File: src/sgrr_mult.sv
// sgrr_mult: shared 32 x 32 signed multiplier with registered product
// no dependencies

module sgrr_mult (
    input  logic               i_clk,
    input  logic signed [31:0] i_a,
    input  logic signed [31:0] i_b,
    output logic signed [63:0] o_prod
);

    logic signed [63:0] r_prod;

    always_ff @(posedge i_clk) begin
        r_prod <= i_a * i_b;
    end

    assign o_prod = r_prod;

endmodule

File: config.mk
export PLATFORM = sky130hd
export DESIGN_NAME = sgrr_mult
export DESIGN_NICKNAME = d
export VERILOG_FILES = /design/src/sgrr_mult.sv
export SDC_FILE = /design/constraint.sdc
export NUM_CORES = 2
export LEC_CHECK = 0
export ABC_AREA = 1
export BUFFER_PORTS_ARGS = -buffer_cell sky130_fd_sc_hd__buf_2
export CORE_ASPECT_RATIO = 0.75
export CORE_MARGIN = 4
export CORE_UTILIZATION = 67
export DETAILED_ROUTE_END_ITERATION = 12
export PLACE_DENSITY = 0.85
export SLEW_MARGIN = 5
export SYNTH_ARGS = -nofsm -noshare
export SYNTH_HDL_FRONTEND = slang
export SYNTH_SLANG_ARGS = --single-unit
File: constraint.sdc
create_clock -name i_clk -period 11.7 [get_ports i_clk]
set_input_delay 2.34 -clock i_clk [delete_from_list [all_inputs] [get_ports i_clk]]
set_output_delay 2.34 -clock i_clk [all_outputs]
set_load 0.01 [all_outputs]
* Word-level counts from Yosys, hierarchy flattened
Index checks and enable logic that the tools add are counted.
** Storage, ports and cells
- Flip-flop bits (word level) :: 64
- Bits of input ports :: 65
- Output and inout port bits :: 64
- Logic and storage cells :: 2
** Operators by class
- $mul :: 1
** Operators by type and width (number)
- multiplier 32 x 32 -> 64 bit :: 1

* Logic depth before layout (Yosys ltp)
- Depth after elaboration :: 1
- Depth in mapped cells :: 31
- Gate-level depth less buffers :: 30

* Worst setup path after synthesis
Ideal clock, no wire load.
- Path type :: input-to-reg
- Start :: in i_a[31]
- End :: reg r_prod[59], in the netlist o_prod[59]
- Library setup time :: 0.113 ns
- Arrival time :: 8.872 ns
- Path slack :: 2.716 ns
- Stages :: 27
- Path through :: clkbuf_1 -> nand2_1 -> inv_1 -> fa_1 -> inv_1 -> fa_1 -> inv_1 -> fa_1 -> fa_1 -> inv_1 -> fa_1 -> inv_1 -> fa_1 -> inv_1 -> fa_1 -> fa_1 -> inv_1 -> ha_1 -> nand2_2 -> nor2_1 -> inv_1 -> nor2_1 -> nand2_1 -> nor3_1 -> nand2_1 -> nand4_1 -> nand2_1
** Between the ends
- Cells in the longest elaborated chain, start to end :: 1
** Ends and longest elaborated chain
- start, declared :: line 6 : input logic signed [31:0] i_a,
- multiplier 32 x 32 -> 64 bit :: line 14 : r_prod <= i_a * i_b;
- end signal, assigned :: line 14
- end, declared :: line 11 : logic signed [63:0] r_prod;
Every way passes these cells.

* Worst setup path in the final report
- Start :: in i_b[1]
- End :: reg r_prod[57], in the netlist o_prod[57]
** Between the ends
- Cells in the longest elaborated chain, start to end :: 1
** Ends and longest elaborated chain
- start, declared :: line 7 : input logic signed [31:0] i_b,
- multiplier 32 x 32 -> 64 bit :: line 14
Every way passes these cells.

==> metrics <==
hold path cells 4; Met2 Routed Length ~50 mm; syn_nets around 6500; synthesis-to-finish area growth 3.377%; synthesized flop and latch total 64; CP max FO 32; CTS max path bufs 2; final WL between 100 and 150 mm; Die Ht 220.1 µm; Final setup viols 0; Syn Inst Count between 5000 and 6000; gr ovfl total 0; met1 wire length around 42 mm; CTS tree yes; register area share after synthesis under 10%; Final Slew Violations 0; EDFF count, synth 0; asr flop ratio synth 0%; starting density of the core roughly 68%; Reg clk slew, reported paths approximately 0.060 ns; largest net degree at the start of global routing 33; Via-to-Cell Ratio between 5 and 6; worst slack, placed 1.762 ns; Antenna Violating Nets Remaining 0; initial antenna violation count 7; RSZ-0062 raised after global routing no; endpoints failing hold 0; Crit. End Element flip-flop; Worst path max stage delay ~1.0 ns; synthesized area per cell about 8 µm²; Placer Congestion ~1; DR DRC count 0; setup repair bufs after CTS 0; Hold Path End o_prod[0]; fin crit period slightly below 10 ns; Rel. slew slack 34.25%; top sig layer met5; area leader, netlist fa_1; Critical Path Source Type primary input; chip width 290.9 µm; final worst setup slack ~2.0 ns; Overall Global Routing Usage a little over a third; hold_sp i_a[0]; # clock sinks 64; Post-Syn Area a little over 40000 µm²; Site Rows 77; first drt pass iteration count 6; count leader, synth inv_1; setup TNS 0 ns; slowest CP cell fa_1; Hold Path Class in2reg; post-route cell area between 40000 and 50000 µm²; synth top area cells fa_1, inv_1, nand2_1; number of max-cap violations 0; CTS buffer count 9; crit path DAT ~10 ns; vias in the first global route approximately 34000; fmax around 100 MHz; Die Footprint around 64000 µm²; leading cell types by count after synthesis inv_1, nand2_1, fa_1; post-DP HPWL 91.55 mm; Post-CTS Resized 0; first-pass GRT wire length roughly 180 mm; # H-tree levels 3; Placeable Area ~60000 µm²; Netlist cell types 27; Syn. warnings 0; Most used DFF post-synth dfxtp_1; crit path kind in2reg; Largest register FFs between 60 and 70; # hold bufs at CTS 0; most used cell, CP fa_1; fin crit share a little over 80%; wire length per cell between 15 and 20 µm; initial DRC count approximately 2900; placed cell area 41250 µm²; slew at the pin with the worst max-slew slack a little under 1 ns; layout cells sized above 1 4.770%; Buffers on Ports roughly 130; top cell type's share of synthesized area a little over half; num ports roughly 130; CP Data Required Time ~12 ns; met3 wire length between 10 and 15 mm; status finished clean; Vias 31500; Nets around 6400; Clock Tree Root clkbuf_16
-- worst max-delay path: cells and delay by family --
| family | cells | cell delay [ns] |
|---|---|---|
| buffers and inverters | 7 | 1.30 |
| and+or+nand+nor | 10 | 1.19 |
| adders and majority gates | 9 | 5.11 |
-- cells by family (layout without fill, tap and decap cells) --
family	count (synthesis)	in the layout	share of synthesized area [%]
compound gates	95	95	1.260
xor+xnor	34	34	0.7407
simple gates	1773	1773	17.55
other cells	0	6	0
buf+inv	1892	1862	17.66
flops	64	64	3.187
fa+ha+maj	1266	1266	59.60
-- worst max-delay path by stage --
stage,depth (start not counted),to,startpoint
global placement,27,o_prod[57],i_a[31]
floorplan,27,o_prod[59],i_a[31]
finish,26,o_prod[57],i_b[1]
CTS,25,o_prod[59],i_b[1]
global route,28,o_prod[57],i_a[31]
detailed placement,25,o_prod[59],i_b[1]
-- cell type report --
cell class / count / area (µm²)
diodes: 6 / 15.01
clock inverters: 6 / 70.07
flip-flops and latches: 64 / 1281
multi-input cells: 3168 / 31820
fillers: 4578 / 17590
well taps: 790 / 988.4
repair buffers: 146 / 775.7
clock buffers: 10 / 229.0
inverters: 1700 / 6381
-- routing by layer --
layer | track usage (%) | vias to the layer above
li1 | - | 13870
met1 | 49.43 | 15360
met2 | 56.65 | 1964
met3 | 10.65 | 306
met4 | 12.68 | 4
met5 | 0 | -
-- per-stage QoR --
step | util (%) | hold WS (ns) | std cells
2_1_floorplan | - | 2.438 | 5124
3_3_place_gp | 69.73 | 2.734 | 5868
3_5_place_dp | 69.73 | 2.737 | 5868
4_1_cts | 70.24 | 2.533 | 5884
5_1_grt | 70.25 | 2.578 | 5888
6_report | 70.26 | 2.547 | 5890
-- layout by cell type, fill, tap and decap left out, drive strengths merged, types with 6 or more instances in the layout --
| cell type | n |
|---|---|
| dfxtp | 64 |
| nand3 | 79 |
| a21oi | 63 |
| fa | 1082 |
| nand2 | 1525 |
| o21ai | 21 |
| nand3b | 6 |
| clkbuf | 10 |
| ha | 184 |
| nor3 | 16 |
| diode | 6 |
| nor2 | 127 |
| or2 | 7 |
| nand4 | 13 |
| xor2 | 31 |
| buf | 146 |
| inv | 1700 |
| o21bai | 8 |
Power is left out: the tool's default activity adds up to more than one toggle a clock period on the data nets, which glitch-free logic cannot reach.
