<file path="config.mk">
export PLATFORM = sky130hd
export DESIGN_NAME = sgrr_divsqrt
export DESIGN_NICKNAME = d
export VERILOG_FILES = /design/src/sgrr_pkg.sv /design/src/sgrr_divsqrt.sv
export SDC_FILE = /design/constraint.sdc
export NUM_CORES = 1
export LEC_CHECK = 0
export BUFFER_PORTS_ARGS = -buffer_cell sky130_fd_sc_hd__clkbuf_2
export CAP_MARGIN = 10
export CELL_PAD_IN_SITES_DETAIL_PLACEMENT = 1
export CELL_PAD_IN_SITES_GLOBAL_PLACEMENT = 1
export CORE_UTILIZATION = 30
export DETAILED_ROUTE_END_ITERATION = 10
export GPL_TIMING_DRIVEN = 1
export PLACE_DENSITY = 0.57
export SLEW_MARGIN = 30
export SYNTH_ARGS = -nofsm -noshare
export SYNTH_HDL_FRONTEND = slang
export SYNTH_SLANG_ARGS = --single-unit
</file>
<file path="constraint.sdc">
create_clock -name i_clk -period 10.8 [get_ports i_clk]
set_input_delay 0.54 -clock i_clk [delete_from_list [all_inputs] [get_ports i_clk]]
set_output_delay 0.54 -clock i_clk [all_outputs]
set_load 0.02 [all_outputs]
</file>
<file path="src/sgrr_pkg.sv">
// sgrr_pkg: shared types and constants of the saturated gyro rate recovery block
// used by sgrr_divsqrt and the top level; no dependencies

package sgrr_pkg;

    localparam int AXIS_W  = 18;   // spin axis component, |v| <= 1.0 in signed Q1.16
    localparam int LEVER_W = 19;
    localparam int LIMIT_W = 31;
    localparam int LEV_W   = 26;   // lever vector component
    localparam int D_W     = 24;   // projection b.a

    localparam logic [LIMIT_W-1:0] LIMIT_RESET = 31'd786432;
    localparam logic signed [LEVER_W-1:0] LEVER_X_RESET = -19'sd1442;
    localparam logic signed [LEVER_W-1:0] LEVER_Y_RESET = -19'sd5571;
    localparam logic signed [LEVER_W-1:0] LEVER_Z_RESET = 19'sd3604;
    localparam logic signed [AXIS_W-1:0]  AXIS_ONE      = 18'sd65536;

    // register indexes
    localparam logic [1:0] REG_LIMIT   = 2'd0;
    localparam logic [1:0] REG_LEVER_X = 2'd1;
    localparam logic [1:0] REG_LEVER_Y = 2'd2;
    localparam logic [1:0] REG_LEVER_Z = 2'd3;

    // axis codes
    localparam logic [1:0] AXIS_NONE = 2'd0;
    localparam logic [1:0] AXIS_X    = 2'd1;
    localparam logic [1:0] AXIS_Y    = 2'd2;
    localparam logic [1:0] AXIS_Z    = 2'd3;

    // confidence codes
    localparam logic [1:0] CONF_MEASURED = 2'd0;
    localparam logic [1:0] CONF_RECON    = 2'd1;
    localparam logic [1:0] CONF_REJECT   = 2'd2;

    // iteration counts of the shift-subtract unit
    localparam logic [6:0] ITER_W2   = 7'd64;
    localparam logic [6:0] ITER_ROOT = 7'd32;
    localparam logic [6:0] ITER_NORM = 7'd17;

    typedef enum logic [12:0] {
        S_IDLE = 13'b0000000000001,
        S_DOT  = 13'b0000000000010,
        S_LEV  = 13'b0000000000100,
        S_NUM  = 13'b0000000001000,
        S_CHK  = 13'b0000000010000,
        S_DIV  = 13'b0000000100000,
        S_OTH  = 13'b0000001000000,
        S_CMP  = 13'b0000010000000,
        S_ROOT = 13'b0000100000000,
        S_NSQ  = 13'b0001000000000,
        S_NRT  = 13'b0010000000000,
        S_NDIV = 13'b0100000000000,
        S_OUT  = 13'b1000000000000
    } t_state;

    typedef struct packed {
        logic        start;
        logic        sqrt_mode;
        logic [6:0]  iters;
        logic [65:0] rem_init;
        logic [63:0] feed;
        logic [63:0] divisor;
    } t_unit_cmd;

endpackage

</file>
<file path="src/sgrr_divsqrt.sv">
// sgrr_divsqrt: shift-subtract unit, one quotient or root bit per cycle
// depends on sgrr_pkg (t_unit_cmd)

module sgrr_divsqrt import sgrr_pkg::*; (
    input  logic        i_clk,
    input  logic        i_rst_n,
    input  t_unit_cmd   i_cmd,
    output logic        o_busy,
    output logic [63:0] o_quo
);

    logic        r_busy;
    logic [6:0]  r_cnt;
    logic        r_mode;
    logic [65:0] r_rem;
    logic [63:0] r_quo;
    logic [63:0] r_feed;
    logic [63:0] r_div;

    logic [65:0] n_rem;
    logic [63:0] n_quo;
    logic [65:0] rem2;
    logic [65:0] trial;
    logic        ge;

    always_comb begin
        if (r_mode) begin
            rem2  = {r_rem[63:0], r_feed[63:62]};
            trial = {r_quo, 2'b01};
        end else begin
            rem2  = {r_rem[64:0], r_feed[63]};
            trial = {2'b00, r_div};
        end
        ge    = (rem2 >= trial);
        n_rem = ge ? (rem2 - trial) : rem2;
        n_quo = {r_quo[62:0], ge};
    end

    always_ff @(posedge i_clk) begin
        if (!i_rst_n) begin
            r_busy <= 1'b0;
            r_cnt  <= '0;
        end else if (i_cmd.start) begin
            r_busy <= 1'b1;
            r_cnt  <= i_cmd.iters;
        end else if (r_busy) begin
            r_cnt <= r_cnt - 7'd1;
            if (r_cnt == 7'd1) begin
                r_busy <= 1'b0;
            end
        end
    end

    always_ff @(posedge i_clk) begin
        if (i_cmd.start) begin
            r_mode <= i_cmd.sqrt_mode;
            r_rem  <= i_cmd.rem_init;
            r_quo  <= '0;
            r_feed <= i_cmd.feed;
            r_div  <= i_cmd.divisor;
        end else if (r_busy) begin
            r_rem  <= n_rem;
            r_quo  <= n_quo;
            r_feed <= r_mode ? {r_feed[61:0], 2'b00} : {r_feed[62:0], 1'b0};
        end
    end

    assign o_busy = r_busy;
    assign o_quo  = r_quo;

endmodule

</file>
Word level (Yosys, flattened, before mapping)

Cells that the tools add are included.

Bits in registers: 266
Bits of input ports: 205
Logic and storage cells: 25

Add/subtract/negate cells: 2
$lt $le $gt $ge: 1
Equal/unequal tests: 1
Multiplexer cells: 13
Reductions and logical operators: 1

Operator list:

| operator            | number |
|---|---|
| $mux 65             | 3 |
| $mux 64             | 3 |
| $mux 66             | 2 |
| $ge 66x66->1        | 1 |
| $sub 65x65->65      | 1 |
| $mux 7              | 2 |
| $eq 7x1->1 const B  | 1 |
| $sub 7x1->7 const B | 1 |
| $mux 1              | 3 |
| $reduce_bool 2->1   | 1 |

Longest topological paths before layout

Gate-level depths: netlist of the first run.

Word-level depth: 5
Depth in mapped cells: 19

Worst setup path before layout of the first run

No wires, ideal clock.

Kind: register to register
Start: reg r_mode
End: reg r_rem[11] (data pin)
Data arrival time: 4424 ps
Required time: 10530 ps
Setup slack: 6106 ps
Cell stages (with the launch flop): 19
Buffers on the path: 7
Cells stage by stage: edfxtp_1 > clkbuf_1 > clkbuf_1 > clkbuf_1 > buf_1 > mux2i_1 > ha_1 > buf_6 > and3_1 > and2_0 > a221o_1 > a211o_1 > and3_1 > a41o_1 > nor3b_4 > buf_6 > buf_8 > mux2i_1 > a21oi_1

Longest elaborated chain between the ends: 5

RTL lines:

| what                                                  | RTL line                               | source |
|---|---|---|
| start, declared                                       | sgrr_divsqrt.sv:14                     | `logic r_mode;` |
| start signal, assigned                                | sgrr_divsqrt.sv:56                     | `r_mode <= i_cmd.sqrt_mode;` |
| $mux 66                                               | sgrr_divsqrt.sv:27                     | `if (r_mode) begin` |
| $sub 65x65->65 / $ge 66x66->1 (equally long branches) | sgrr_divsqrt.sv:35, sgrr_divsqrt.sv:34 |  |
| $mux 65 *                                             | sgrr_divsqrt.sv:35                     | `n_rem = ge ? (rem2 - trial) : rem2;` |
| $mux 65 *                                             | sgrr_divsqrt.sv:61                     | `end else if (r_busy) begin` |
| $mux 65 *                                             | sgrr_divsqrt.sv:55                     | `if (i_cmd.start) begin` |
| end signal, assigned                                  | sgrr_divsqrt.sv:57                     | `r_rem <= i_cmd.rem_init;` |
| end signal, assigned                                  | sgrr_divsqrt.sv:62                     | `r_rem <= n_rem;` |
| end, declared                                         | sgrr_divsqrt.sv:15                     | `logic [65:0] r_rem;` |

Every way passes the cells marked *; elsewhere a longest branch is shown, timed or not. The select of a mux whose other input is x is not followed.
A chain may end at the register's enable or synchronous reset.

Final worst setup path of the first run

Start: reg r_mode
End: reg r_rem[33] (data pin)

The elaborated chain is that of the path after synthesis.

==> results of run 1 <==
==> worst max-delay path: stages, from the launching register on <==
cell                        delay, ns
sky130_fd_sc_hd__edfxtp_1        0.37
sky130_fd_sc_hd__buf_12          0.29
sky130_fd_sc_hd__buf_16          0.38
sky130_fd_sc_hd__mux2_2          0.43
sky130_fd_sc_hd__ha_1            0.46
sky130_fd_sc_hd__nand4_1         0.20
sky130_fd_sc_hd__nor2_1          0.32
sky130_fd_sc_hd__o2111ai_1       0.19
sky130_fd_sc_hd__a21oi_1         0.32
sky130_fd_sc_hd__o21ai_0         0.22
sky130_fd_sc_hd__a2111oi_2       0.56
sky130_fd_sc_hd__nor3b_4         0.08
sky130_fd_sc_hd__buf_4           0.33
sky130_fd_sc_hd__nor2_4          0.72
sky130_fd_sc_hd__or4b_1          0.51
sky130_fd_sc_hd__o211ai_1        0.10
==> logic make-up after synthesis <==
kind of cell | synth area share
xor+xnor | 0.03256
simple gates | 0.1199
flops | 0.4358
mux | 0.1621
fa+ha+maj | 0.05222
compound gates | 0.1630
buf+inv | 0.03444
==> registers in the layout, summed over array words and instances, names as in the netlist <==
signal and count:
o_busy 1, o_quo 64, r_feed 64, r_mode 1
r_div 64, r_cnt 7, r_rem 65
==> layout by cell type, fill, tap and decap left out, drive strengths merged, types with 18 or more instances in the layout <==
cell    instances
a21o           34
a21oi         120
and3           19
clkbuf        319
dfxtp          72
edfxtp        194
ha             68
inv            27
mux2           65
mux2i         197
nand2         194
nand4          21
nor2          138
nor3           19
o211ai         21
o21a           18
o21ai         138
xnor2          39
xor2           23
==> area by class of cell <==
cell class	instances	area, µm²
clock buffers	52	1012
clock inverters	10	75.07
fillers	6295	35260
inverters	27	101.3
multi-input cells	1285	8837
flip-flops and latches	266	7271
well taps	748	935.9
repair buffers	280	1494
==> how the worst max path moves through the flow <==
| stage | start | endpoint | cells past startpoint |
|---|---|---|---|
| after global placement | r_mode$_DFFE_PP_ | r_rem[33]$_DFFE_PP_ | 12 |
| after CTS | r_mode$_DFFE_PP_ | r_rem[33]$_DFFE_PP_ | 12 |
| final | r_mode$_DFFE_PP_ | r_rem[33]$_DFFE_PP_ | 15 |
| after global routing | r_mode$_DFFE_PP_ | r_rem[33]$_DFFE_PP_ | 15 |
| after floorplan | r_mode$_DFFE_PP_ | r_rem[11]$_DFFE_PP_ | 18 |
| after detailed placement | r_mode$_DFFE_PP_ | r_rem[33]$_DFFE_PP_ | 12 |
==> layer usage <==
| layer | track usage | vias to the layer above | routed length [µm] |
|---|---|---|---|
| met2 | 0.2904 | 224 | 23410 |
| met1 | 0.2446 | 6574 | 24780 |
| met5 | 0 | - | 30 |
| met3 | 0.02915 | 55 | 1973 |
| met4 | 0.04047 | 4 | 798 |
| li1 | - | 6650 | - |
==> metrics by stage <==
| step | hold slack, ns | power [mW] | setup slack [ns] |
|---|---|---|---|
| floorplan | 0.5368 | 3.110 | 6.106 |
| global placement | 0.5169 | 3.684 | 4.856 |
| detailed placement | 0.5310 | 3.705 | 4.794 |
| CTS | 0.1282 | 4.867 | 4.801 |
| global route | 0.1380 | 5.159 | 4.338 |
| finish | 0.1703 | 4.802 | 4.864 |
==> power breakdown <==
| group | total (mW) | internal (mW) | leakage (nW) | switching, mW |
|---|---|---|---|---|
| logic | 2.30 | 0.911 | 5.07 | 1.38 |
| clock network | 1.11 | 0.652 | 0.533 | 0.462 |
| registers | 1.39 | 1.31 | 2.53 | 0.0816 |
| total | 4.80 | 2.87 | 8.13 | 1.93 |
==> metrics.txt, run 1 <==
# TYPE chip_impl_metric gauge
chip_impl_metric{name="cp.required",unit="ns"} 11.18
chip_impl_info{name="yosys_most_used_dff",value="sky130_fd_sc_hd__edfxtp_1"} 1
chip_impl_info{name="clk_root_buffer_cell",value="sky130_fd_sc_hd__clkbuf_16"} 1
chip_impl_metric{name="routed_via_count_divided_by_cell_count",unit=""} 5.063
chip_impl_metric{name="max_slew_margin",unit=""} 0.3993
chip_impl_metric{name="ctsResizeCount",unit=""} 0
chip_impl_metric{name="firstDrtPassIters",unit=""} 4
chip_impl_metric{name="drv_cap",unit=""} 0
chip_impl_info{name="worstSetupEndpointType",value="register"} 1
chip_impl_metric{name="num_io_pins",unit=""} 270
chip_impl_metric{name="num_antenna_cells",unit=""} 0
chip_impl_info{name="synth.top_cells.by_area",value="sky130_fd_sc_hd__edfxtp_1 35%, sky130_fd_sc_hd__mux2i_1 12%, sky130_fd_sc_hd__dfxtp_1 8.6%"} 1
chip_impl_metric{name="design.core.area",unit="µm²"} 54990
chip_impl_info{name="worstHoldPathType",value="primary input to register"} 1
chip_impl_metric{name="vdd.ir_drop.worst",unit="V"} 0.0001162
chip_impl_metric{name="ff2ff_setup_slack",unit="ns"} 4.86
chip_impl_metric{name="synthesis.nets",unit=""} 1961
chip_impl_metric{name="post_synth_inst_count",unit=""} 1687
chip_impl_metric{name="ys_seq_elements",unit=""} 266
chip_impl_metric{name="cts_made_buffers",unit=""} 34
chip_impl_metric{name="clkLatencyLatePin",unit="ns"} 0.54
chip_impl_metric{name="row_count",unit=""} 86
chip_impl_info{name="holdPathEnd",value="r_div[61]$_DFFE_PP_"} 1
chip_impl_metric{name="min_path_cells",unit=""} 1
chip_impl_metric{name="drtIter0Drc",unit=""} 488
chip_impl_metric{name="numPlacedInstances",unit=""} 2605
chip_impl_metric{name="setup_total_negative_slack",unit="ns"} 0
chip_impl_info{name="synth_largest_area_cell",value="sky130_fd_sc_hd__edfxtp_1"} 1
chip_impl_metric{name="first_global_vias",unit=""} 13980
chip_impl_metric{name="cts.clk_slew.worst_paths",unit="ns"} 0.06
chip_impl_metric{name="finClkSkew",unit="ns"} 0.01875
chip_impl_metric{name="cp.arrival",unit="ns"} 6.31
chip_impl_metric{name="ctsHoldBuffers",unit=""} 0
chip_impl_metric{name="post_route_cells_drive_above_1_share",unit=""} 0.2109
chip_impl_metric{name="synth_area_per_cell",unit="µm²"} 9.885
chip_impl_metric{name="synth_top_cell_area_share",unit=""} 0.3493
chip_impl_info{name="status",value="completed"} 1
chip_impl_metric{name="syn2layout_area_growth",unit="%"} 18.29
chip_impl_info{name="synth_top_cells_by_count",value="197 x sky130_fd_sc_hd__mux2i_1, 194 x sky130_fd_sc_hd__edfxtp_1, 194 x sky130_fd_sc_hd__nand2_1"} 1
chip_impl_metric{name="post_layout_util",unit=""} 0.3588
chip_impl_metric{name="placed_cell_area",unit="µm²"} 18610
chip_impl_metric{name="first_pass_grt_wire_length",unit="µm"} 79960
chip_impl_metric{name="p_leak",unit="nW"} 8.135
chip_impl_metric{name="cts_htree_levels",unit=""} 2
chip_impl_metric{name="clock_path_buffers",unit=""} 3
chip_impl_metric{name="clock.fmax",unit="MHz"} 168.5
chip_impl_metric{name="antenna_left",unit=""} 0
chip_impl_metric{name="stdcell_area",unit="µm²"} 19730
chip_impl_metric{name="seq_area_frac_synth",unit=""} 0.4358
chip_impl_info{name="tritoncts",value="yes"} 1
chip_impl_metric{name="fp.dieW",unit="µm"} 237.8
chip_impl_metric{name="grt-ovfl-total",unit=""} 0
chip_impl_metric{name="buffer_ports.inserted",unit=""} 268
chip_impl_metric{name="drt_drc_violations_left",unit=""} 0
chip_impl_metric{name="critPathMaxFanout",unit=""} 91
chip_impl_metric{name="cts.sink_count",unit=""} 266
chip_impl_metric{name="cts_setup_buffers",unit=""} 0
chip_impl_metric{name="final-hold-violation-count",unit=""} 0
chip_impl_metric{name="finalWirelength",unit="µm"} 50990
chip_impl_metric{name="final_cell_count_no_fill",unit=""} 2668
chip_impl_info{name="regToRegStartpoint",value="r_mode$_DFFE_PP_"} 1
chip_impl_metric{name="yosys.cell_types.count",unit=""} 67
chip_impl_metric{name="post-route-period-util",unit=""} 0.5496
chip_impl_metric{name="routedWlPerCell",unit="µm"} 19.11
chip_impl_info{name="post-synth-top-count-cell",value="sky130_fd_sc_hd__mux2i_1"} 1
chip_impl_info{name="critPathLaunchType",value="register"} 1
chip_impl_metric{name="dp.final_hpwl",unit="µm"} 36440
chip_impl_metric{name="floorplan.initialDensity",unit=""} 0.3033
chip_impl_metric{name="die_area",unit="µm²"} 56530
chip_impl_metric{name="largest_net_degree_at_the_start_of_global_routing",unit=""} 137
chip_impl_info{name="path_class",value="register to register"} 1
chip_impl_info{name="rsz_0062_raised_after_global_routing",value="no"} 1
chip_impl_metric{name="syn_area",unit="µm²"} 16680
chip_impl_metric{name="final_nets",unit=""} 2168
chip_impl_metric{name="grtUsageTotal",unit=""} 0.1777
chip_impl_metric{name="setup_violations",unit=""} 0
chip_impl_metric{name="synth_enable_flop_cells",unit=""} 194
chip_impl_metric{name="dr_total_vias",unit=""} 13510
chip_impl_metric{name="path_depth_of_the_worst_reg2reg_path",unit=""} 15
chip_impl_metric{name="post_synth_arst_share",unit=""} 0
chip_impl_metric{name="antenna_found_initial",unit=""} 3
chip_impl_metric{name="final_period_minus_worst_setup_slack",unit="ns"} 5.936
chip_impl_metric{name="power_per_cell_area",unit="nW/µm²"} 243.4
chip_impl_metric{name="final-max-slew-violation-count",unit=""} 0
chip_impl_metric{name="worst_slew_pin_slew",unit="ns"} 0.9010
chip_impl_info{name="hold_path.startpoint",value="i_cmd[61]"} 1
chip_impl_metric{name="synth.yosys.warnings",unit=""} 0
chip_impl_metric{name="die_y",unit="µm"} 237.8
chip_impl_info{name="rr_endpoint",value="r_rem[33]$_DFFE_PP_"} 1
chip_impl_metric{name="gp_congestion",unit=""} 0.8180
Note: power is estimated with default switching activity, not from simulation.
==> run 2: changes to the inputs <==
--- a/config.mk
+++ b/config.mk
@@ -5,6 +5,7 @@
 export SDC_FILE = /design/constraint.sdc
 export NUM_CORES = 1
 export LEC_CHECK = 0
+export ABC_AREA = 1
 export BUFFER_PORTS_ARGS = -buffer_cell sky130_fd_sc_hd__clkbuf_2
 export CAP_MARGIN = 10
 export CELL_PAD_IN_SITES_DETAIL_PLACEMENT = 1
@@ -12,7 +13,7 @@
 export CORE_UTILIZATION = 30
 export DETAILED_ROUTE_END_ITERATION = 10
 export GPL_TIMING_DRIVEN = 1
-export PLACE_DENSITY = 0.57
+export PLACE_DENSITY = 0.6
 export SLEW_MARGIN = 30
 export SYNTH_ARGS = -nofsm -noshare
 export SYNTH_HDL_FRONTEND = slang
==> constraint.sdc (replaced) <==
create_clock -name i_clk -period 5.75 [get_ports i_clk]
set_input_delay 0.2875 -clock i_clk [delete_from_list [all_inputs] [get_ports i_clk]]
set_output_delay 0.2875 -clock i_clk [all_outputs]
set_load 0.02 [all_outputs]
==> run 2 against run 1 <==
- via count rose by 37%
- die area rose by 13%
- sequential cell count did not move
- critical path depth rose by 6
- synthesized cell count rose by 62%
- cell count rose by 47%
- combinational power rose by 63%
- wire length rose by 34%
- sequential share of layout area fell by 5.8 points
- largest power group unchanged
- worst hold slack got worse by 0.15 ns
==> metrics.txt, run 2 <==
# TYPE chip_impl_metric gauge
chip_impl_metric{name="vdd.ir_drop.worst",unit="V"} 0.0001904
chip_impl_info{name="crit_chain",value="clkinv_2, or2_2, o21ai_0, inv_1, ha_1, nand2_1, nand2_1, inv_1, nand2_1, inv_1, nand2_1, o21bai_2, inv_2, nand2_2, nand2_4, buf_4, nand3_1, nand2_1, inv_1, nand2_1, nand2_1"} 1
chip_impl_metric{name="nFillCells",unit=""} 7935
chip_impl_info{name="status",value="completed"} 1
chip_impl_metric{name="num_io_pins",unit=""} 270
chip_impl_metric{name="post_synth_inst_count",unit=""} 2728
chip_impl_info{name="clk_root_buffer_cell",value="sky130_fd_sc_hd__clkbuf_16"} 1
chip_impl_metric{name="drv_cap",unit=""} 0
chip_impl_metric{name="synth_enable_flop_cells",unit=""} 194
chip_impl_metric{name="worst_slew_pin_slew",unit="ns"} 1.095
chip_impl_metric{name="buffer_ports.inserted",unit=""} 268
chip_impl_info{name="rsz_0062_raised_after_global_routing",value="no"} 1
chip_impl_metric{name="dr_total_vias",unit=""} 18470
chip_impl_metric{name="antenna_found_initial",unit=""} 2
chip_impl_metric{name="clkLatencyLatePin",unit="ns"} 0.57
chip_impl_metric{name="yosys.cell_types.count",unit=""} 45
chip_impl_metric{name="grtUsageTotal",unit=""} 0.2133
chip_impl_metric{name="post_route_cells_drive_above_1_share",unit=""} 0.1597
chip_impl_info{name="registers.top_by_ff_count",value="r_rem"} 1
chip_impl_metric{name="first_global_vias",unit=""} 19290
chip_impl_metric{name="critPathMaxFanout",unit=""} 64
chip_impl_metric{name="synth_area_per_cell",unit="µm²"} 6.917
chip_impl_info{name="worstSetupEndpointType",value="register"} 1
chip_impl_metric{name="die_area",unit="µm²"} 63910
chip_impl_metric{name="path_depth",unit=""} 21
chip_impl_metric{name="finalWirelength",unit="µm"} 68540
chip_impl_metric{name="ctsResizeCount",unit=""} 0
chip_impl_metric{name="detailedPlace.worstSlack",unit="ns"} 1.235
chip_impl_metric{name="routed_via_count_divided_by_cell_count",unit=""} 4.697
chip_impl_metric{name="fp.dieW",unit="µm"} 252.8
chip_impl_info{name="path_class",value="register to register"} 1
chip_impl_metric{name="crit_buf_inv",unit=""} 7
chip_impl_metric{name="final_period_minus_worst_setup_slack",unit="ns"} 4.745
chip_impl_metric{name="setup_violations",unit=""} 0
chip_impl_metric{name="syn_area",unit="µm²"} 18870
chip_impl_metric{name="drtIter0Drc",unit=""} 971
chip_impl_metric{name="first_pass_grt_wire_length",unit="µm"} 107200
chip_impl_metric{name="grt-ovfl-total",unit=""} 0
chip_impl_metric{name="path_depth_of_the_worst_reg2reg_path",unit=""} 21
chip_impl_metric{name="p_leak",unit="nW"} 11.27
chip_impl_metric{name="min_path_cells",unit=""} 3
chip_impl_metric{name="floorplan.initialDensity",unit=""} 0.3047
chip_impl_info{name="worstHoldPathType",value="primary input to register"} 1
chip_impl_metric{name="syn2layout_area_growth",unit="%"} 23.96
chip_impl_metric{name="post_synth_arst_share",unit=""} 0
chip_impl_metric{name="die_y",unit="µm"} 252.8
chip_impl_metric{name="final_nets",unit=""} 3343
chip_impl_metric{name="postLayoutSetupSlackWorst",unit="ns"} 1.005
chip_impl_metric{name="power_per_cell_area",unit="nW/µm²"} 359.1
chip_impl_metric{name="antenna_left",unit=""} 0
chip_impl_info{name="path_delay_family",value="buffers and inverters"} 1
chip_impl_metric{name="routedWlPerCell",unit="µm"} 17.43
chip_impl_metric{name="final-hold-violation-count",unit=""} 0
chip_impl_metric{name="drt_drc_violations_left",unit=""} 0
chip_impl_metric{name="cp.arrival",unit="ns"} 5.06
chip_impl_metric{name="synthesis.nets",unit=""} 3002
chip_impl_metric{name="hold_slack",unit="ns"} 0.02324
chip_impl_metric{name="gp_congestion",unit=""} 0.8700
chip_impl_info{name="most_frequent_standard_cell_in_the_layout_excluding_fill_and_tap_cells",value="sky130_fd_sc_hd__nand2_1"} 1
chip_impl_metric{name="max_slew_margin",unit=""} 0.2698
chip_impl_metric{name="setup_total_negative_slack",unit="ns"} 0
chip_impl_metric{name="cp.required",unit="ns"} 6.07
chip_impl_metric{name="post-layout-total-power",unit="mW"} 8.401
chip_impl_metric{name="post-route-period-util",unit=""} 0.8252
chip_impl_metric{name="critical_path.max_stage_delay",unit="ns"} 0.67
chip_impl_metric{name="row_count",unit=""} 91
chip_impl_info{name="synth.top_cells.by_area",value="sky130_fd_sc_hd__edfxtp_1 31%, sky130_fd_sc_hd__nand2_1 17%, sky130_fd_sc_hd__inv_1 8.8%"} 1
chip_impl_metric{name="seq_area_frac_synth",unit=""} 0.3851
chip_impl_metric{name="firstDrtPassIters",unit=""} 4
chip_impl_metric{name="dp.final_hpwl",unit="µm"} 52480
chip_impl_info{name="cpMaxStageDelayCell",value="sky130_fd_sc_hd__buf_4"} 1
chip_impl_metric{name="cts.clk_slew.worst_paths",unit="ns"} 0.06
chip_impl_info{name="timing.critical_path.mode_cell",value="sky130_fd_sc_hd__nand2_1"} 1
chip_impl_info{name="yosys_most_used_dff",value="sky130_fd_sc_hd__edfxtp_1"} 1
chip_impl_metric{name="clock_path_buffers",unit=""} 3
chip_impl_metric{name="largest_register_ffs",unit=""} 65
chip_impl_info{name="tritoncts",value="yes"} 1
chip_impl_metric{name="cts_htree_levels",unit=""} 2
chip_impl_metric{name="cts_made_buffers",unit=""} 34
chip_impl_metric{name="finClkSkew",unit="ns"} 0.02257
chip_impl_metric{name="clock.fmax",unit="MHz"} 210.8
chip_impl_info{name="critPathLaunchType",value="register"} 1
chip_impl_metric{name="final-max-slew-violation-count",unit=""} 0
chip_impl_metric{name="largest_net_degree_at_the_start_of_global_routing",unit=""} 223
chip_impl_metric{name="ys_seq_elements",unit=""} 266
chip_impl_metric{name="design.core.area",unit="µm²"} 61940
chip_impl_info{name="synth_top_cells_by_count",value="832 x sky130_fd_sc_hd__nand2_1, 442 x sky130_fd_sc_hd__inv_1, 200 x sky130_fd_sc_hd__nand3_1"} 1
chip_impl_metric{name="synth_top_cell_area_share",unit=""} 0.3087
chip_impl_info{name="post-synth-top-count-cell",value="sky130_fd_sc_hd__nand2_1"} 1
chip_impl_info{name="synth_largest_area_cell",value="sky130_fd_sc_hd__edfxtp_1"} 1
chip_impl_info{name="most-common-layout-cells",value="831 x sky130_fd_sc_hd__nand2_1, 439 x sky130_fd_sc_hd__inv_1, 267 x sky130_fd_sc_hd__clkbuf_2"} 1
chip_impl_metric{name="cts.sink_count",unit=""} 266
chip_impl_metric{name="synth.yosys.warnings",unit=""} 0
[run 2: final timing paths]
kind	endpoint	from	slack (ns)
min	r_rem[8]$_DFFE_PP_	i_cmd[136]	0.02
max	r_rem[56]$_DFFE_PP_	r_mode$_DFFE_PP_	1.01
min reg2reg	r_cnt[5]$_SDFFE_PN0P_	r_cnt[5]$_SDFFE_PN0P_	0.49
max reg2reg	r_rem[56]$_DFFE_PP_	r_mode$_DFFE_PP_	1.01
[run 2: final cells by class]
cell class                 count  area [µm²]  share of cell area
timing repair buffer         409        2760              0.1180
multi-input combinational   1909        9448              0.4039
tap                          837        1047             0.04477
inverter                     449        1694             0.07243
clock buffer                  46       967.2             0.04135
antenna                        2       5.005           0.0002140
sequential                   266        7267              0.3107
clock inverter                15       202.7            0.008665
[run 2: what timing repair did]
action,4_1_cts,5_1_grt
hold endpoints to repair,126,0
hold buffers,125,0
buffers inserted,0,0
[run 2: routing by layer]
metal | routed length, µm | part of all wire | global-route usage | vias to the layer above
met4 | 1149 | 0.017 | 0.04675 | 0
met2 | 32000 | 0.47 | 0.3568 | 269
li1 | - | - | - | 9422
met5 | 0 | 0 | 0 | -
met1 | 33320 | 0.49 | 0.2921 | 8716
met3 | 2081 | 0.030 | 0.02683 | 65
[run 2: worst min-delay path: stages]
cell and delay, ns:
sky130_fd_sc_hd__clkbuf_2 0.08, sky130_fd_sc_hd__nand2_1 0.05, sky130_fd_sc_hd__nand2_1 0.06
[run 2: kinds of logic (layout without fill, tap and decap cells)]
| group | after synthesis | in the layout | synth area share |
|---|---|---|---|
| adder cells (fa/ha/maj) | 69 | 69 | 0.04615 |
| AND/OR/NAND/NOR | 1379 | 1379 | 0.3184 |
| other | 0 | 2 | 0 |
| XOR/XNOR | 33 | 33 | 0.01532 |
| multiplexers | 2 | 2 | 0.001061 |
| AO/OA/AOI/OAI | 426 | 426 | 0.1196 |
| flip-flops | 266 | 266 | 0.3851 |
| buffers and inverters | 553 | 919 | 0.1144 |
[run 2: per-stage QoR]
stage | area [µm²] | std cells | utilization
2_1_floorplan | 18870 | 2728 | -
3_3_place_gp | 20960 | 3745 | 0.3384
3_5_place_dp | 20960 | 3745 | 0.3385
4_1_cts | 23380 | 3931 | 0.3775
5_1_grt | 23390 | 3933 | 0.3776
6_report | 23390 | 3933 | 0.3776
[run 2: power breakdown]
| group | switching [mW] | leakage (nW) | internal, mW |
|---|---|---|---|
| Clock | 0.922 | 0.574 | 1.29 |
| Sequential | 0.0957 | 2.51 | 2.35 |
| Combinational | 2.48 | 8.18 | 1.26 |
| Total | 3.50 | 11.3 | 4.90 |
==> run 3: changes to the inputs <==
==> constraint.sdc (replaced) <==
create_clock -name i_clk -period 4.4 [get_ports i_clk]
set_input_delay 0.22 -clock i_clk [delete_from_list [all_inputs] [get_ports i_clk]]
set_output_delay 0.22 -clock i_clk [all_outputs]
set_load 0.02 [all_outputs]
==> run 3 against run 2 <==
- the flow now finishes with violations (hold timing)
- register-to-register slack lost 0.64 ns
- combinational power grew 34%
- first-iteration DRC count shrank 17%
- largest power group unchanged
==> metrics.txt, run 3 (synthesis gave the netlist of run 2 again) <==
# TYPE chip_impl_metric gauge
chip_impl_metric{name="drtIter0Drc",unit=""} 804
chip_impl_info{name="worstSetupEndpointType",value="register"} 1
chip_impl_metric{name="cp.arrival",unit="ns"} 4.35
chip_impl_metric{name="final-max-slew-violation-count",unit=""} 0
chip_impl_metric{name="setup_violations",unit=""} 0
chip_impl_metric{name="final_period_minus_worst_setup_slack",unit="ns"} 4.034
chip_impl_info{name="most_frequent_standard_cell_in_the_layout_excluding_fill_and_tap_cells",value="sky130_fd_sc_hd__nand2_1"} 1
chip_impl_metric{name="postLayoutSetupSlackWorst",unit="ns"} 0.3665
chip_impl_metric{name="routed_via_count_divided_by_cell_count",unit=""} 4.693
chip_impl_metric{name="clkLatencyLatePin",unit="ns"} 0.58
chip_impl_metric{name="largest_net_degree_at_the_start_of_global_routing",unit=""} 101
chip_impl_metric{name="final-hold-violation-count",unit=""} 1
chip_impl_info{name="worstHoldPathType",value="primary input to register"} 1
chip_impl_metric{name="first_global_vias",unit=""} 19890
chip_impl_metric{name="setup_total_negative_slack",unit="ns"} 0
chip_impl_metric{name="num_io_pins",unit=""} 270
chip_impl_metric{name="cts_setup_buffers",unit=""} 0
chip_impl_metric{name="die_area",unit="µm²"} 63910
chip_impl_metric{name="final_nets",unit=""} 3425
chip_impl_metric{name="cts_made_buffers",unit=""} 34
chip_impl_metric{name="fp.dieW",unit="µm"} 252.8
chip_impl_metric{name="clock_path_buffers",unit=""} 3
chip_impl_metric{name="stdcell_area",unit="µm²"} 24130
chip_impl_metric{name="floorplan.initialDensity",unit=""} 0.3047
chip_impl_metric{name="finClkSkew",unit="ns"} 0.02777
chip_impl_metric{name="max_slew_margin",unit=""} 0.3869
chip_impl_metric{name="gp_congestion",unit=""} 0.8807
chip_impl_metric{name="drt_drc_violations_left",unit=""} 0
chip_impl_metric{name="die_y",unit="µm"} 252.8
chip_impl_info{name="violations",value="hold timing"} 1
chip_impl_metric{name="grt-ovfl-total",unit=""} 0
chip_impl_metric{name="antenna_left",unit=""} 0
chip_impl_metric{name="critPathMaxFanout",unit=""} 64
chip_impl_metric{name="cts.sink_count",unit=""} 266
chip_impl_metric{name="routedWlPerCell",unit="µm"} 17.61
chip_impl_info{name="registers.top_by_ff_count",value="r_rem"} 1
chip_impl_metric{name="largest_register_ffs",unit=""} 65
chip_impl_metric{name="power_per_cell_area",unit="nW/µm²"} 453.7
chip_impl_info{name="status",value="finished, violations left"} 1
chip_impl_metric{name="dr_total_vias",unit=""} 18860
chip_impl_metric{name="drv_cap",unit=""} 0
chip_impl_metric{name="p_leak",unit="nW"} 11.57
chip_impl_metric{name="grt.met3_usage",unit=""} 0.02611
chip_impl_info{name="grt_most_used_layer",value="met2"} 1
chip_impl_metric{name="globalRouteMet2Util",unit=""} 0.3736
chip_impl_metric{name="grtUsageTotal",unit=""} 0.2214
chip_impl_metric{name="row_count",unit=""} 91
chip_impl_metric{name="first_pass_grt_wire_length",unit="µm"} 110600
chip_impl_metric{name="clock.fmax",unit="MHz"} 247.9
chip_impl_info{name="tritoncts",value="yes"} 1
chip_impl_metric{name="post-route-period-util",unit=""} 0.9167
chip_impl_info{name="clk_root_buffer_cell",value="sky130_fd_sc_hd__clkbuf_16"} 1
chip_impl_metric{name="antenna_found_initial",unit=""} 4
chip_impl_metric{name="dp.final_hpwl",unit="µm"} 53820
chip_impl_metric{name="finalWirelength",unit="µm"} 70790
chip_impl_metric{name="firstDrtPassIters",unit=""} 5
chip_impl_info{name="path_class",value="register to register"} 1
chip_impl_metric{name="cts_htree_levels",unit=""} 2
chip_impl_metric{name="design.core.area",unit="µm²"} 61940
chip_impl_metric{name="worst_slew_pin_slew",unit="ns"} 0.9197
chip_impl_metric{name="use_met1",unit=""} 0.2985
chip_impl_info{name="critPathLaunchType",value="register"} 1
chip_impl_metric{name="ff2ff_setup_slack",unit="ns"} 0.37
chip_impl_metric{name="hold_slack",unit="ns"} -0.0001906
chip_impl_metric{name="nFillCells",unit=""} 7906
chip_impl_metric{name="cts.clk_slew.worst_paths",unit="ns"} 0.06
chip_impl_info{name="most-common-layout-cells",value="831 x sky130_fd_sc_hd__nand2_1, 439 x sky130_fd_sc_hd__inv_1, 267 x sky130_fd_sc_hd__clkbuf_2"} 1
chip_impl_metric{name="syn2layout_area_growth",unit="%"} 27.89
chip_impl_metric{name="placed_cell_area",unit="µm²"} 21090
chip_impl_metric{name="post_route_cells_drive_above_1_share",unit=""} 0.1564
chip_impl_metric{name="cp.required",unit="ns"} 4.72
chip_impl_metric{name="detailedPlace.worstSlack",unit="ns"} 0.3601
chip_impl_info{name="rsz_0062_raised_after_global_routing",value="no"} 1
chip_impl_metric{name="buffer_ports.inserted",unit=""} 268
chip_impl_metric{name="vdd.ir_drop.worst",unit="V"} 0.0002457
[run 3: changes by cell type in the layout (fill, tap and decap cells not counted), moves of 2 or more]
cell                            change
sky130_fd_sc_hd__dlygate4sd3_1     +70
sky130_fd_sc_hd__buf_4             +10
sky130_fd_sc_hd__clkbuf_1           +9
sky130_fd_sc_hd__clkinv_2           -6
sky130_fd_sc_hd__buf_12             +3
sky130_fd_sc_hd__diode_2            +3
sky130_fd_sc_hd__bufinv_16          -2
[run 3: timing repair]
item                       4_1_cts  5_1_grt
setup endpoints to repair        0        0
gates resized for setup          0        0
hold endpoints to repair       195        0
hold buffers                   195        0
[run 3: per-stage QoR]
| stage | hold WS (ns) | instances | power, mW | utilization |
|---|---|---|---|---|
| after floorplan | 0.3176 | 2728 | 6.605 | - |
| after global placement | 0.3985 | 3757 | 8.101 | 0.3405 |
| after detailed placement | 0.3988 | 3757 | 8.190 | 0.3405 |
| after CTS | 0.0001615 | 4014 | 11.12 | 0.3894 |
| after global routing | 0.01838 | 4018 | 11.82 | 0.3896 |
| final | -0.0001906 | 4019 | 10.95 | 0.3896 |
[run 3: path summary, 6_finish.rpt]
check / from / endpoint / depth (start not counted)
worst max-delay path: r_mode$_DFFE_PP_ / r_rem[49]$_DFFE_PP_ / 20
worst min-delay path: i_cmd[85] / r_feed[21]$_DFFE_PP_ / 3
worst max register to register: r_mode$_DFFE_PP_ / r_rem[49]$_DFFE_PP_ / 20
worst min register to register: r_cnt[5]$_SDFFE_PN0P_ / r_cnt[5]$_SDFFE_PN0P_ / 2
[run 3: cell type report]
class	count	area, µm²	area share
Tap cell	837	1047	0.04339
Multi-Input combinational cell	1909	9448	0.3915
Timing Repair Buffer	491	3585	0.1485
Sequential cell	266	7267	0.3011
Clock buffer	53	962.2	0.03987
Clock inverter	9	120.1	0.004977
Antenna cell	5	12.51	0.0005184
Inverter	449	1693	0.07014
[run 3: layer usage]
metal / part of all wire / vias to the layer above
met2: 0.47 / 284
met4: 0.022 / 0
li1: - / 9576
met5: 0 / -
met3: 0.029 / 90
met1: 0.48 / 8912
[run 3: critical path, cell delays in order, from the launching register on]
cell	delay, ns
sky130_fd_sc_hd__edfxtp_1	0.47
sky130_fd_sc_hd__inv_2	0.07
sky130_fd_sc_hd__buf_12	0.19
sky130_fd_sc_hd__buf_4	0.29
sky130_fd_sc_hd__or2_2	0.33
sky130_fd_sc_hd__o21ai_0	0.15
sky130_fd_sc_hd__inv_1	0.11
sky130_fd_sc_hd__ha_1	0.35
sky130_fd_sc_hd__nand2_1	0.06
sky130_fd_sc_hd__nor2_1	0.10
sky130_fd_sc_hd__nand2_1	0.06
sky130_fd_sc_hd__nand3_1	0.23
sky130_fd_sc_hd__nand2_1	0.09
sky130_fd_sc_hd__nand2_1	0.26
sky130_fd_sc_hd__nand2_1	0.10
sky130_fd_sc_hd__nand2_1	0.22
sky130_fd_sc_hd__nand2_1	0.14
sky130_fd_sc_hd__nand3_1	0.11
sky130_fd_sc_hd__nand3_1	0.22
sky130_fd_sc_hd__nand2_1	0.14
sky130_fd_sc_hd__nand2_1	0.06
[run 3: power breakdown]
part	switching [mW]	total, mW	internal (mW)
Clock	1.20	2.74	1.53
Sequential	0.128	3.20	3.07
Combinational	3.29	5.01	1.72
Total	4.62	10.9	6.33
